==> config.mk <==
export PLATFORM = sky130hd
export DESIGN_NAME = integer_field_formatter_top
export DESIGN_NICKNAME = d
export VERILOG_FILES = /design/src/rtl/core/iff_pkg.sv /design/src/rtl/core/iff_digits.sv /design/src/rtl/core/integer_field_formatter_top.sv
export VERILOG_INCLUDE_DIRS = /design/src /design/src/rtl/core
export SDC_FILE = /design/constraint.sdc
export NUM_CORES = 1
export LEC_CHECK = 0
export ABC_AREA = 1
export BUFFER_PORTS_ARGS = -buffer_cell sky130_fd_sc_hd__buf_2
export CORE_MARGIN = 10
export CORE_UTILIZATION = 30
export DETAILED_ROUTE_END_ITERATION = 8
export HOLD_SLACK_MARGIN = 0.03
export PLACE_DENSITY = 0.5
export SETUP_SLACK_MARGIN = 0.02
export SLEW_MARGIN = 30
export SYNTH_ARGS = -nofsm -noshare
export SYNTH_HDL_FRONTEND = slang
export SYNTH_SLANG_ARGS = --single-unit
==> constraint.sdc <==
create_clock -name clock -period 7.01 [get_ports clock]
set_clock_uncertainty 0.05 [all_clocks]
set_input_delay 0 -clock clock [delete_from_list [all_inputs] [get_ports clock]]
set_output_delay 0 -clock clock [all_outputs]
set_load 0.02 [all_outputs]
==> src/rtl/core/integer_field_formatter_top_defines.svh <==
// ----------------------------------------------------------------------------
// integer_field_formatter_top_defines.svh
// Assertion macros for the integer field formatter.
// ----------------------------------------------------------------------------
`ifndef INTEGER_FIELD_FORMATTER_TOP_DEFINES_SVH
`define INTEGER_FIELD_FORMATTER_TOP_DEFINES_SVH

// same-cycle implication
`define IFF_ASSERT_NOW(lbl, ante, cons, msg) \
   lbl: assert property (@(posedge clock) disable iff (reset) (ante) |-> (cons)) \
      else $error(msg);

// next-cycle implication
`define IFF_ASSERT_NEXT(lbl, ante, cons, msg) \
   lbl: assert property (@(posedge clock) disable iff (reset) (ante) |=> (cons)) \
      else $error(msg);

`endif

==> src/rtl/core/iff_pkg.sv <==
// ----------------------------------------------------------------------------
// iff_pkg
// Shared types, constants and helpers of the integer field formatter.
// ----------------------------------------------------------------------------
`timescale 1ns / 1ps

package iff_pkg;

   localparam int VALUE_BITS  = 64;
   localparam int MAX_FIELD   = 63;
   localparam int DIGITS      = 20;
   localparam int LEN_BITS    = 5;
   localparam int CNT_BITS    = 7;

   localparam logic [7:0] CHAR_SPACE = 8'h20;
   localparam logic [7:0] CHAR_MINUS = 8'h2D;
   localparam logic [7:0] CHAR_ZERO  = 8'h30;
   localparam logic [7:0] CHAR_UA    = 8'h41;
   localparam logic [7:0] CHAR_LA    = 8'h61;

   typedef enum logic [1:0] {
      D_IDLE,
      D_CONV,
      D_SCAN,
      D_READY
   } iff_dig_state_type;

   typedef enum logic [2:0] {
      ST_IDLE,
      ST_CONV,
      ST_PREP,
      ST_BOUND,
      ST_EMIT,
      ST_EMPTY
   } iff_state_type;

   typedef struct packed {
      logic load;
      logic hex;
      logic pop;
   } iff_dig_ctl_type;

   typedef struct packed {
      logic                ready;
      logic [LEN_BITS-1:0] len;
      logic [3:0]          top;
   } iff_dig_sts_type;

   function automatic logic [7:0] digit_char(input logic [3:0] d, input logic lower);
      logic [7:0] base;
      base = lower ? CHAR_LA : CHAR_UA;
      if (d < 4'd10) digit_char = CHAR_ZERO + {4'd0, d};
      else           digit_char = base + {4'd0, d} - 8'd10;
   endfunction

endpackage

==> src/rtl/core/iff_digits.sv <==
// ----------------------------------------------------------------------------
// iff_digits
// Bit-serial binary to BCD/hex digit converter with leading-zero scan.
// ----------------------------------------------------------------------------
`timescale 1ns / 1ps

module iff_digits
   import iff_pkg::*;
(
   input  logic                  clock,
   input  logic                  reset,
   input  iff_dig_ctl_type       ctl,
   input  logic [VALUE_BITS-1:0] magnitude,
   output iff_dig_sts_type       sts
);

   iff_dig_state_type       state_ff, state_in;
   logic [VALUE_BITS-1:0]   mag_ff, mag_in;
   logic [4*DIGITS-1:0]     digit_store_ff, digit_store_in;
   logic [CNT_BITS-1:0]     cnt_ff, cnt_in;
   logic [LEN_BITS-1:0]     len_ff, len_in;
   logic                    hex_ff, hex_in;
   logic [4*DIGITS-1:0]     adj;

   // add-3 correction on every digit before each shift (decimal only)
   always_comb begin
      for (int i = 0; i < DIGITS; i++) begin
         if (!hex_ff && digit_store_ff[4*i +: 4] >= 4'd5)
            adj[4*i +: 4] = digit_store_ff[4*i +: 4] + 4'd3;
         else
            adj[4*i +: 4] = digit_store_ff[4*i +: 4];
      end
   end

   always_comb begin
      state_in       = state_ff;
      mag_in         = mag_ff;
      digit_store_in = digit_store_ff;
      cnt_in         = cnt_ff;
      len_in         = len_ff;
      hex_in         = hex_ff;
      if (ctl.load) begin
         state_in       = D_CONV;
         mag_in         = magnitude;
         digit_store_in = '0;
         cnt_in         = '0;
         hex_in         = ctl.hex;
      end else begin
         unique case (state_ff)
            D_IDLE: ;
            D_CONV: begin
               digit_store_in = {adj[4*DIGITS-2:0], mag_ff[VALUE_BITS-1]};
               mag_in         = {mag_ff[VALUE_BITS-2:0], 1'b0};
               cnt_in         = cnt_ff + CNT_BITS'(1);
               if (cnt_ff == CNT_BITS'(VALUE_BITS - 1)) begin
                  state_in = D_SCAN;
                  len_in   = LEN_BITS'(DIGITS);
               end
            end
            D_SCAN: begin
               if (digit_store_ff[4*DIGITS-1 -: 4] == 4'd0 && len_ff > LEN_BITS'(1)) begin
                  digit_store_in = {digit_store_ff[4*DIGITS-5:0], 4'd0};
                  len_in         = len_ff - LEN_BITS'(1);
               end else begin
                  state_in = D_READY;
               end
            end
            D_READY: begin
               if (ctl.pop) digit_store_in = {digit_store_ff[4*DIGITS-5:0], 4'd0};
            end
            default: state_in = D_IDLE;
         endcase
      end
   end

   always_ff @(posedge clock) begin
      if (reset) state_ff <= D_IDLE;
      else       state_ff <= state_in;
      mag_ff         <= mag_in;
      digit_store_ff <= digit_store_in;
      cnt_ff         <= cnt_in;
      len_ff         <= len_in;
      hex_ff         <= hex_in;
   end

   assign sts.ready = (state_ff == D_READY);
   assign sts.len   = len_ff;
   assign sts.top   = digit_store_ff[4*DIGITS-1 -: 4];

endmodule

==> src/rtl/core/integer_field_formatter_top.sv <==
// ----------------------------------------------------------------------------
// integer_field_formatter_top
// Formats one signed integer as a padded decimal or hex field, one char/cycle.
// ----------------------------------------------------------------------------
// Sequence: the digit converter shifts the magnitude in bit-serially and then
// scans off leading zeros; the ready, prep and bound states and the output
// register follow before the first character, then one character per cycle.
// Requests: busy holds from the accepting edge until the last character, so a
// new request waits for the previous one; an error request gives one empty result.
// Reset clears the control state; the receiver cannot stall results.
`timescale 1ns / 1ps
`include "integer_field_formatter_top_defines.svh"

module integer_field_formatter_top
   import iff_pkg::*;
(
   input  logic                  clock,
   input  logic                  reset,
   input  logic                  start,
   output logic                  busy,
   input  logic [63:0]           req_value,
   input  logic                  req_radix_hex,
   input  logic                  req_lower_hex,
   input  logic [6:0]            req_field_width,
   input  logic [6:0]            req_min_digits,
   input  logic                  req_precision_given,
   input  logic                  req_left_justify,
   input  logic                  req_zero_pad,
   input  logic                  req_error_in,
   output logic                  rsp_valid,
   output logic [7:0]            rsp_char_out,
   output logic                  rsp_char_valid,
   output logic                  rsp_last_char,
   output logic [6:0]            rsp_total_length
);

   iff_state_type    state_ff, state_in;
   iff_dig_ctl_type  dctl;
   iff_dig_sts_type  dsts;
   logic [VALUE_BITS-1:0] mag;

   logic       neg_ff, lower_ff, pgiven_ff, left_ff, zero_ff, zmag_ff;
   logic [6:0] fw_ff, md_ff;
   logic [6:0] lead_ff, lead_in, zeros_ff, zeros_in, trail_ff, trail_in;
   logic [4:0] len_ff, len_in;
   logic       sign_ff, sign_in;
   logic [6:0] b_zero_ff, b_dig_ff, b_trail_ff, b_end_ff, b_sign_ff;
   logic [6:0] emit_counter_ff, emit_counter_in;

   logic       out_valid_ff, out_valid_in, out_cv_ff, out_cv_in, out_last_ff, out_last_in;
   logic [7:0] out_char_ff, out_char_in;
   logic [6:0] out_len_ff, out_len_in;

   // setup arithmetic
   logic       left_e, zero_e, special;
   logic [6:0] w_abs, w, prec, space, mx, pad, len_neg;

   assign mag = req_value[VALUE_BITS-1] ?
                (~req_value[VALUE_BITS-1:0] + VALUE_BITS'(1)) : req_value[VALUE_BITS-1:0];

   always_comb begin
      w_abs   = fw_ff[6] ? (~fw_ff + 7'd1) : fw_ff;
      w       = (w_abs > 7'(MAX_FIELD)) ? 7'(MAX_FIELD) : w_abs;
      left_e  = left_ff | fw_ff[6];
      special = pgiven_ff && (md_ff == 7'd0) && zmag_ff;
      prec    = md_ff[6] ? 7'd0 : md_ff;
      zero_e  = zero_ff & ~left_e & ~(pgiven_ff & ~md_ff[6]);
      mx      = (prec > {2'd0, dsts.len}) ? prec : {2'd0, dsts.len};
      space   = mx + {6'd0, neg_ff};
      pad     = (w > space) ? (w - space) : 7'd0;
      len_neg = {2'd0, dsts.len} + {6'd0, neg_ff};
      if (special) begin
         lead_in  = w;
         sign_in  = 1'b0;
         zeros_in = 7'd0;
         len_in   = 5'd0;
         trail_in = 7'd0;
      end else begin
         lead_in  = (!left_e && !zero_e) ? pad : 7'd0;
         sign_in  = neg_ff;
         if (zero_e) zeros_in = (w > len_neg) ? (w - len_neg) : 7'd0;
         else        zeros_in = (prec > {2'd0, dsts.len}) ? (prec - {2'd0, dsts.len}) : 7'd0;
         len_in   = dsts.len;
         trail_in = left_e ? pad : 7'd0;
      end
   end

   always_comb begin
      state_in        = state_ff;
      emit_counter_in = emit_counter_ff;
      dctl.load       = 1'b0;
      dctl.hex        = req_radix_hex;
      dctl.pop        = 1'b0;
      out_valid_in    = 1'b0;
      out_char_in     = 8'd0;
      out_cv_in       = 1'b0;
      out_last_in     = 1'b0;
      out_len_in      = 7'd0;
      unique case (state_ff)
         ST_IDLE: begin
            if (start) begin
               if (req_error_in) begin
                  state_in = ST_EMPTY;
               end else begin
                  state_in  = ST_CONV;
                  dctl.load = 1'b1;
               end
            end
         end
         ST_CONV:  if (dsts.ready) state_in = ST_PREP;
         ST_PREP:  state_in = ST_BOUND;
         ST_BOUND: begin
            emit_counter_in = 7'd0;
            // bounds are still loading this cycle: test the segment lengths
            state_in = ((lead_ff | zeros_ff | trail_ff) == 7'd0 && len_ff == 5'd0 &&
                        !sign_ff) ? ST_EMPTY : ST_EMIT;
         end
         ST_EMIT: begin
            out_valid_in = 1'b1;
            out_cv_in    = 1'b1;
            priority if (emit_counter_ff < b_sign_ff) out_char_in = CHAR_SPACE;
            else if (emit_counter_ff < b_zero_ff)     out_char_in = CHAR_MINUS;
            else if (emit_counter_ff < b_dig_ff)      out_char_in = CHAR_ZERO;
            else if (emit_counter_ff < b_trail_ff) begin
               out_char_in = digit_char(dsts.top, lower_ff);
               dctl.pop    = 1'b1;
            end else out_char_in = CHAR_SPACE;
            emit_counter_in = emit_counter_ff + 7'd1;
            if (emit_counter_in == b_end_ff) begin
               out_last_in = 1'b1;
               out_len_in  = b_end_ff;
               state_in    = ST_IDLE;
            end
         end
         ST_EMPTY: begin
            out_valid_in = 1'b1;
            out_last_in  = 1'b1;
            state_in     = ST_IDLE;
         end
         default: state_in = ST_IDLE;
      endcase
   end

   always_ff @(posedge clock) begin
      if (reset) begin
         state_ff        <= ST_IDLE;
         emit_counter_ff <= 7'd0;
         out_valid_ff    <= 1'b0;
      end else begin
         state_ff        <= state_in;
         emit_counter_ff <= emit_counter_in;
         out_valid_ff    <= out_valid_in;
      end
      out_char_ff <= out_char_in;
      out_cv_ff   <= out_cv_in;
      out_last_ff <= out_last_in;
      out_len_ff  <= out_len_in;
      if (state_ff == ST_IDLE) begin
         neg_ff    <= req_value[VALUE_BITS-1];
         lower_ff  <= req_lower_hex;
         pgiven_ff <= req_precision_given;
         left_ff   <= req_left_justify;
         zero_ff   <= req_zero_pad;
         zmag_ff   <= (req_value[VALUE_BITS-1:0] == '0);
         fw_ff     <= req_field_width;
         md_ff     <= req_min_digits;
      end
      if (state_ff == ST_PREP) begin
         lead_ff  <= lead_in;
         sign_ff  <= sign_in;
         zeros_ff <= zeros_in;
         len_ff   <= len_in;
         trail_ff <= trail_in;
      end
      if (state_ff == ST_BOUND || state_ff == ST_PREP) begin
         b_sign_ff  <= lead_ff;
         b_zero_ff  <= lead_ff + {6'd0, sign_ff};
         b_dig_ff   <= lead_ff + {6'd0, sign_ff} + zeros_ff;
         b_trail_ff <= lead_ff + {6'd0, sign_ff} + zeros_ff + {2'd0, len_ff};
         b_end_ff   <= lead_ff + {6'd0, sign_ff} + zeros_ff + {2'd0, len_ff} + trail_ff;
      end
   end

   iff_digits u_digits (
      .clock     (clock),
      .reset     (reset),
      .ctl       (dctl),
      .magnitude (mag),
      .sts       (dsts)
   );

   assign busy             = (state_ff != ST_IDLE);
   assign rsp_valid        = out_valid_ff;
   assign rsp_char_out     = out_char_ff;
   assign rsp_char_valid   = out_cv_ff;
   assign rsp_last_char    = out_last_ff;
   assign rsp_total_length = out_len_ff;

   `IFF_ASSERT_NOW(a_last_idle, rsp_valid && rsp_last_char, !busy, "busy after last result")
   `IFF_ASSERT_NOW(a_empty_last, rsp_valid && !rsp_char_valid, rsp_last_char, "empty not last")
   `IFF_ASSERT_NEXT(a_start_busy, start && !busy, busy, "transaction not taken")
   `IFF_ASSERT_NOW(a_len_last, rsp_valid && !rsp_last_char, rsp_total_length == 7'd0, "length on non-last result")

endmodule
==> impl_metrics.tcl, run 1 <==
set metrics [dict create \
    outcome "finished, final reports clean" \
    die_area_sq_um 72600 \
    cts_buffers 34 \
    arrival_ps 4460 \
    power.switching_mw 4.18 \
    globalplace.congestion 0.891 \
    viasPerCell 4.76 \
    share_seq_of_total_power_pct 31.5 \
    cts_setup_buffers 0 \
    dpl-instance-area_sq_um 19900 \
    p_int_mw 5.32 \
    hold_viol 0 \
    syn-instance-count 2524 \
    grt_overflow 0 \
    p_comb_share_pct 50.2 \
    wire_per_inst_um 14.7 \
    setup_violations 0 \
    path_cells "inv_1 > ha_1 > inv_1 > nor3_1 > nand3_1 > nand2_2 > nand2_4 > nand2_1 > o21ai_0 > ha_1 > ha_1 > xor2_1 > ha_1 > nand2_1 > o21ai_0 > nand4_1 > o211ai_1 > nand2_1 > a21oi_1 > inv_1 > o21ai_0" \
    path_buf_inv 3 \
    grt_use_met2_pct 23.1 \
    worstSkewPairLatency_ps 550 \
    drtPass1Iterations 5 \
    finalInstanceArea_sq_um 21900 \
    cp-start-kind "flop" \
    grt.busiest_layer "met2" \
    max-slew-margin-rel_pct 41.2 \
    leakage_nw 9.84 \
    dp.cells 3393 \
    path_max_fanout 7 \
    switching_share_pct 44.0 \
    fin_crit_sh_pct 58.9 \
    place.port_buffers 104 \
    worst_slew_pin_slew_ps 882 \
    ctsResizeCount 0 \
    fin_nets 2888 \
    cts_tree "done" \
    synth-edff-count 152 \
    power_mw 9.50 \
    wl_um 52100 \
    grt_setup_unrepaired "false" \
    seqCellArea_sq_um 6890 \
    netlist_area_sq_um 18700 \
    synth_top_area_cell "edfxtp_1" \
    critPathKind "flop to flop" \
    multi_input_area_sq_um 10100 \
    fp-row-count 91 \
    path_common_cell "ha_1" \
    grt_start_max_net_pins 80 \
    track_usage_pct 14.0 \
    antenna_left 0 \
    synth.distinct_cells 51 \
    cp_top_family "adder cells" \
    final_layout_size_suffix_gt1_share_pct 9.94 \
    clockBufferDepth 3 \
    core_area_sq_um 61600 \
    min_period_ps 4130 \
    grt_pass1_vias 16600 \
    gr-usage-met1_pct 18.1 \
    drv_slew 0 \
    dieHeight_um 269 \
    synth_flop_cell "edfxtp_1" \
    ir_drop_uv 190 \
    ctsRootBufferMaster "clkbuf_16" \
    vias 16900 \
    pwr-share-clk_pct 18.3 \
    start_util_pct 30.3 \
    cts_hold_buf 89 \
    drt-initial-drc-count 969 \
    h-tree-depth 2 \
    dpl.hpwl_um 37200 \
    fillCellCount 6446 \
    yosysWarnings 0 \
    cap_viol_max_count 0 \
    endpoint_kind "flop" \
    p_per_area_nw_per_um2 434 \
    grt_pass1_wl_um 85300 \
    cts.sinks 268 \
    avgSynthCellArea_sq_um 7.39 \
    ys_ff_latch 268 \
    antenna_cells 0 \
    synthTopCellsByArea "edfxtp_1 24%, dfxtp_1 12%, nand2_1 11%, ha_1 7.6%, inv_1 6.2%" \
    critPathSlowestCell "edfxtp_1" \
    async_reset_ff_share_pct 0 \
    drc 0 \
    die_width_um 269 \
    syn_to_final_growth_pct 17.2 \
    max_stage_delay_ps 460 \
    stdcell_count 3544 \
    timing.fmax_mhz 242 \
    antenna_found_initial 0 \
    tns_ps 0 \
    yosys.area.top_type_share_pct 24.5 \
    required_ps 7330 \
    cts.clk_slew.worst_paths_ps 60 \
    hp-class "primary input to flop" \
    boundaryPins 106 \
    grt_use_met3_pct 2.50 \
    ys_seq_area_share_pct 36.9 \
]
worst reg2reg max path, delay by kind of cell (launching register included):
kind | cells | cell delay (ps)
xor gates and xnor gates | 1 | 180
and+or+nand+nor | 8 | 970
buffers and inverters | 3 | 280
DFF | 1 | 460
adders and majority gates | 4 | 1150
AOI/OAI and AO/OA | 5 | 870
synthesized netlist by cell type (2+ instances only):
library cell	number
fa_1	5
xnor3_1	2
a21o_1	7
dfxtp_1	116
clkbuf_1	45
inv_2	8
xnor2_1	16
o21ai_0	148
buf_2	19
a21oi_2	60
o211ai_1	31
buf_6	6
nor2_4	2
and2_1	3
o21a_1	2
nand4_1	36
nor2_1	305
nor2_2	4
a21oi_1	149
inv_1	307
buf_1	9
nor4_1	10
nand3b_1	7
edfxtp_1	152
o21ai_1	2
o21bai_1	5
o22ai_1	9
o31ai_1	4
nor3_1	32
buf_12	6
a31oi_1	32
nand2_1	559
nand3_1	206
nand2_2	5
ha_1	114
nand2_4	3
or2_2	9
xor2_1	76
cell usage in the layout (no fill, tap or decap), drive strengths merged, types with 114 or more instances in the layout:
| cell type | n |
|---|---|
| dfxtp | 116 |
| buf | 120 |
| nand2 | 567 |
| o21ai | 150 |
| a21oi | 209 |
| edfxtp | 152 |
| inv | 317 |
| nand3 | 207 |
| ha | 114 |
| nor2 | 312 |
path summary, 6_finish.rpt:
| kind | startpoint | endpoint | slack, ps | depth (start not counted) |
|---|---|---|---|---|
| max | u_digits.len_ff[4]$_SDFFCE_PN1P_ | lead_ff[2]$_DFFE_PP_ | 2880 | 21 |
| min | req_precision_given | pgiven_ff$_DFFE_PP_ | 120 | 2 |
| max reg2reg | u_digits.len_ff[4]$_SDFFCE_PN1P_ | lead_ff[2]$_DFFE_PP_ | 2880 | 21 |
| min reg2reg | state_ff[1]$_SDFFE_PP0P_ | rsp_valid$_SDFF_PP0_ | 400 | 1 |
layer usage:
metal	up-vias	wire [um]	share of wire, %
li1	8679	-	-
met1	7811	24500	47
met2	308	23800	46
met3	87	2370	4.5
met4	0	1430	2.7
met5	-	0	0
final cells by class:
type / instances / share of cell area [%]
well taps: 837 / 4.79
clock inverters: 17 / 0.692
multi-input cells: 1853 / 46.2
inverters: 316 / 5.44
flip-flops and latches: 268 / 31.5
repair buffers: 209 / 7.11
clock buffers: 44 / 4.26
state kept, by name (all words and copies together) (netlist names), 3 cells and up:
register,cells
fw_ff,7
len_ff,5
md_ff,7
lead_ff,7
u_digits.mag_ff,64
b_dig_ff,7
b_sign_ff,7
emit_counter_ff,7
zeros_ff,7
rsp_char_out,7
b_zero_ff,7
b_trail_ff,7
state_ff,3
trail_ff,7
rsp_total_length,7
u_digits.len_ff,5
u_digits.cnt_ff,7
u_digits.digit_store_ff,80
b_end_ff,7
power by group through the flow:
stage	logic [mW]	registers, mW	clock network, mW
after floorplan	3.76	2.89	0
after global placement	4.61	3.01	0
after detailed placement	4.71	3.02	0
after CTS	4.77	2.99	1.80
after global routing	5.51	3.08	1.87
final	4.77	2.99	1.74
through the flow:
step	hold slack, ps	worst slack (ps)	util (%)
3_5_place_dp	129	2910	32.3
6_report	121	2880	35.5
4_1_cts	96.7	2890	35.5
3_3_place_gp	128	3030	32.2
2_1_floorplan	48.9	3330	-
5_1_grt	109	2570	35.5
logic make-up (layout without fill, tap and decap cells):
logic type / Yosys count / count (layout) / share of synthesized area [%]
AND/OR/NAND/NOR: 1187 / 1187 / 26.9
AO/OA/AOI/OAI: 451 / 451 / 14.3
buffers and inverters: 404 / 586 / 9.15
flip-flops: 268 / 268 / 36.9
adder cells (fa/ha/maj): 119 / 119 / 8.18
XOR/XNOR: 94 / 94 / 4.56
other: 1 / 2 / 0.0201
Note: power is estimated with default switching activity, not from simulation.
==> inputs of run 2 (changes only) <==
clock period = 4.2 ns   (was 7.01 ns; I/O delays follow)
==> impl_metrics.tcl, run 2 (synthesis gave the netlist of run 1 again) <==
set metrics [dict create \
    timing.fmax_mhz 258 \
    utilization_pct 35.9 \
    cap_viol_max_count 0 \
    p_comb_share_pct 50.1 \
    leakage_nw 9.93 \
    whs_path_depth 2 \
    final_layout_size_suffix_gt1_share_pct 10.7 \
    grt_start_max_net_pins 112 \
    cts.clk_slew.worst_paths_ps 60 \
    drc 0 \
    grt_overflow 0 \
    reg.largest.list "u_digits.digit_store_ff x80, u_digits.mag_ff x64" \
    core_area_sq_um 61600 \
    antenna_found_initial 0 \
    setup_violations 0 \
    holdWs_ps 114 \
    clockBufferDepth 3 \
    dpl.hpwl_um 37500 \
    largest_register_ffs 80 \
    drv_slew 0 \
    path_common_cell "ha_1" \
    globalplace.congestion 0.907 \
    fillCellCount 6497 \
    endpoint_kind "flop" \
    final_cell_mix "557 x nand2_1, 305 x inv_1, 300 x nor2_1" \
    critPathSlowestCell "edfxtp_1" \
    holdCritStartpoint "req_field_width[1]" \
    pwr-share-clk_pct 19.0 \
    timing.reg2reg.worst_path_depth 19 \
    ctsRootBufferMaster "clkbuf_16" \
    place_ws_ps 133 \
    dieHeight_um 269 \
    worst_hold_path.endpoint "fw_ff[1]$_DFFE_PP_" \
    hp-class "primary input to flop" \
    critPathKind "flop to flop" \
    switching_share_pct 43.6 \
    place.port_buffers 104 \
    die_area_sq_um 72600 \
    antenna_left 0 \
    boundaryPins 106 \
    cts.sinks 268 \
    h-tree-depth 2 \
    worst_slew_pin_slew_ps 903 \
    max_stage_delay_ps 420 \
    max-slew-margin-rel_pct 39.7 \
    vias 17000 \
    cp_top_family "adder cells" \
    r2r-start "lead_ff[0]$_DFFE_PP_" \
    fin_nets 2898 \
    arrival_ps 4150 \
    antenna_cells 0 \
    dp.cells 3395 \
    path_max_fanout 4 \
    ir_drop_uv 359 \
    fin_crit_sh_pct 92.2 \
    path_buf_inv 1 \
    wl_um 52200 \
    cts_tree "done" \
    final_common_cell "nand2_1" \
    grt_pass1_vias 17000 \
    fin_ws_ps 326 \
    track_usage_pct 14.1 \
    p_int_mw 9.09 \
    cp-start-kind "flop" \
    top_register "u_digits.digit_store_ff" \
    rr_endpoint "b_end_ff[6]$_DFFE_PP_" \
    outcome "finished, final reports clean" \
    viasPerCell 4.77 \
    p_per_area_nw_per_um2 730 \
    grt_pass1_wl_um 86600 \
    fp-row-count 91 \
    stdcell_count 3556 \
    drtPass1Iterations 5 \
    die_width_um 269 \
    cts_buffers 35 \
    hold_viol 0 \
    share_seq_of_total_power_pct 31.0 \
    regToRegSetupSlack_ps 330 \
    wire_per_inst_um 14.7 \
    min_period_ps 3870 \
    required_ps 4480 \
    worstSkewPairLatency_ps 570 \
    drt-initial-drc-count 983 \
    power.switching_mw 7.04 \
    start_util_pct 30.3 \
    path_cells "ha_1 > ha_4 > xor2_2 > ha_4 > a21oi_1 > nand2_1 > xor2_1 > ha_1 > a21oi_2 > o21ai_2 > xnor2_1 > inv_1 > ha_1 > a21oi_1 > nor2_1 > nor2_1 > xor2_1 > nand3b_1 > nand2_1" \
    syn_to_final_growth_pct 18.5 \
]
[run 2: worst max path at each step]
stage	from	endpoint	slack, ps	cells after the start
finish	lead_ff[0]$_DFFE_PP_	b_end_ff[6]$_DFFE_PP_	330	19
global placement	lead_ff[0]$_DFFE_PP_	b_end_ff[6]$_DFFE_PP_	200	19
detailed placement	md_ff[6]$_DFFE_PP_	lead_ff[2]$_DFFE_PP_	130	19
CTS	md_ff[6]$_DFFE_PP_	lead_ff[2]$_DFFE_PP_	140	19
floorplan	lead_ff[0]$_DFFE_PP_	b_end_ff[6]$_DFFE_PP_	520	19
global route	md_ff[4]$_DFFE_PP_	lead_ff[2]$_DFFE_PP_	-8	22
[run 2: stage by stage]
step           setup TNS, ps  total power, mW  instance area [sq um]
2_1_floorplan              0             11.1                  18700
6_report                   0             16.1                  22100
4_1_cts                    0             16.2                  22000
3_3_place_gp               0             12.8                  19900
5_1_grt                -8.21             17.8                  22100
3_5_place_dp               0             12.9                  19900
[run 2: worst reg2reg max path, stage by stage, from the launching register on]
cell,delay [ps]
edfxtp_1,420
ha_1,270
ha_4,190
xor2_2,200
ha_4,250
a21oi_1,140
nand2_1,90
xor2_1,160
ha_1,360
a21oi_2,190
o21ai_2,90
xnor2_1,130
inv_1,70
ha_1,320
a21oi_1,180
nor2_1,60
nor2_1,100
xor2_1,190
nand3b_1,130
nand2_1,60
[run 2: area by class of cell]
class | instances | area (sq um) | area share, %
Inverter | 316 | 1190 | 5.38
Multi-Input combinational cell | 1853 | 10200 | 46.0
Clock buffer | 47 | 972 | 4.40
Clock inverter | 17 | 195 | 0.883
Tap cell | 837 | 1050 | 4.74
Timing Repair Buffer | 218 | 1650 | 7.46
Sequential cell | 268 | 6890 | 31.1
[run 2: power by group through the flow]
stage	Clock [mW]	Sequential [mW]	Combinational, mW
CTS	3.17	4.99	8.02
detailed placement	0	5.03	7.89
global route	3.28	5.13	9.37
floorplan	0	4.82	6.27
global placement	0	5.01	7.74
finish	3.06	4.99	8.08
[run 2: repair_timing]
action	CTS	global route
hold endpoints to repair	108	0
gates resized for setup	0	15
setup buffers	0	4
endpoints found under the setup margin	0	15
hold buffers	93	0
[run 2: routing by layer]
layer | part of all wire [%] | global-route usage (%)
met3 | 4.4 | 2.55
met4 | 2.3 | 4.35
met5 | 0 | 0
met2 | 46 | 23.9
met1 | 47 | 18.0
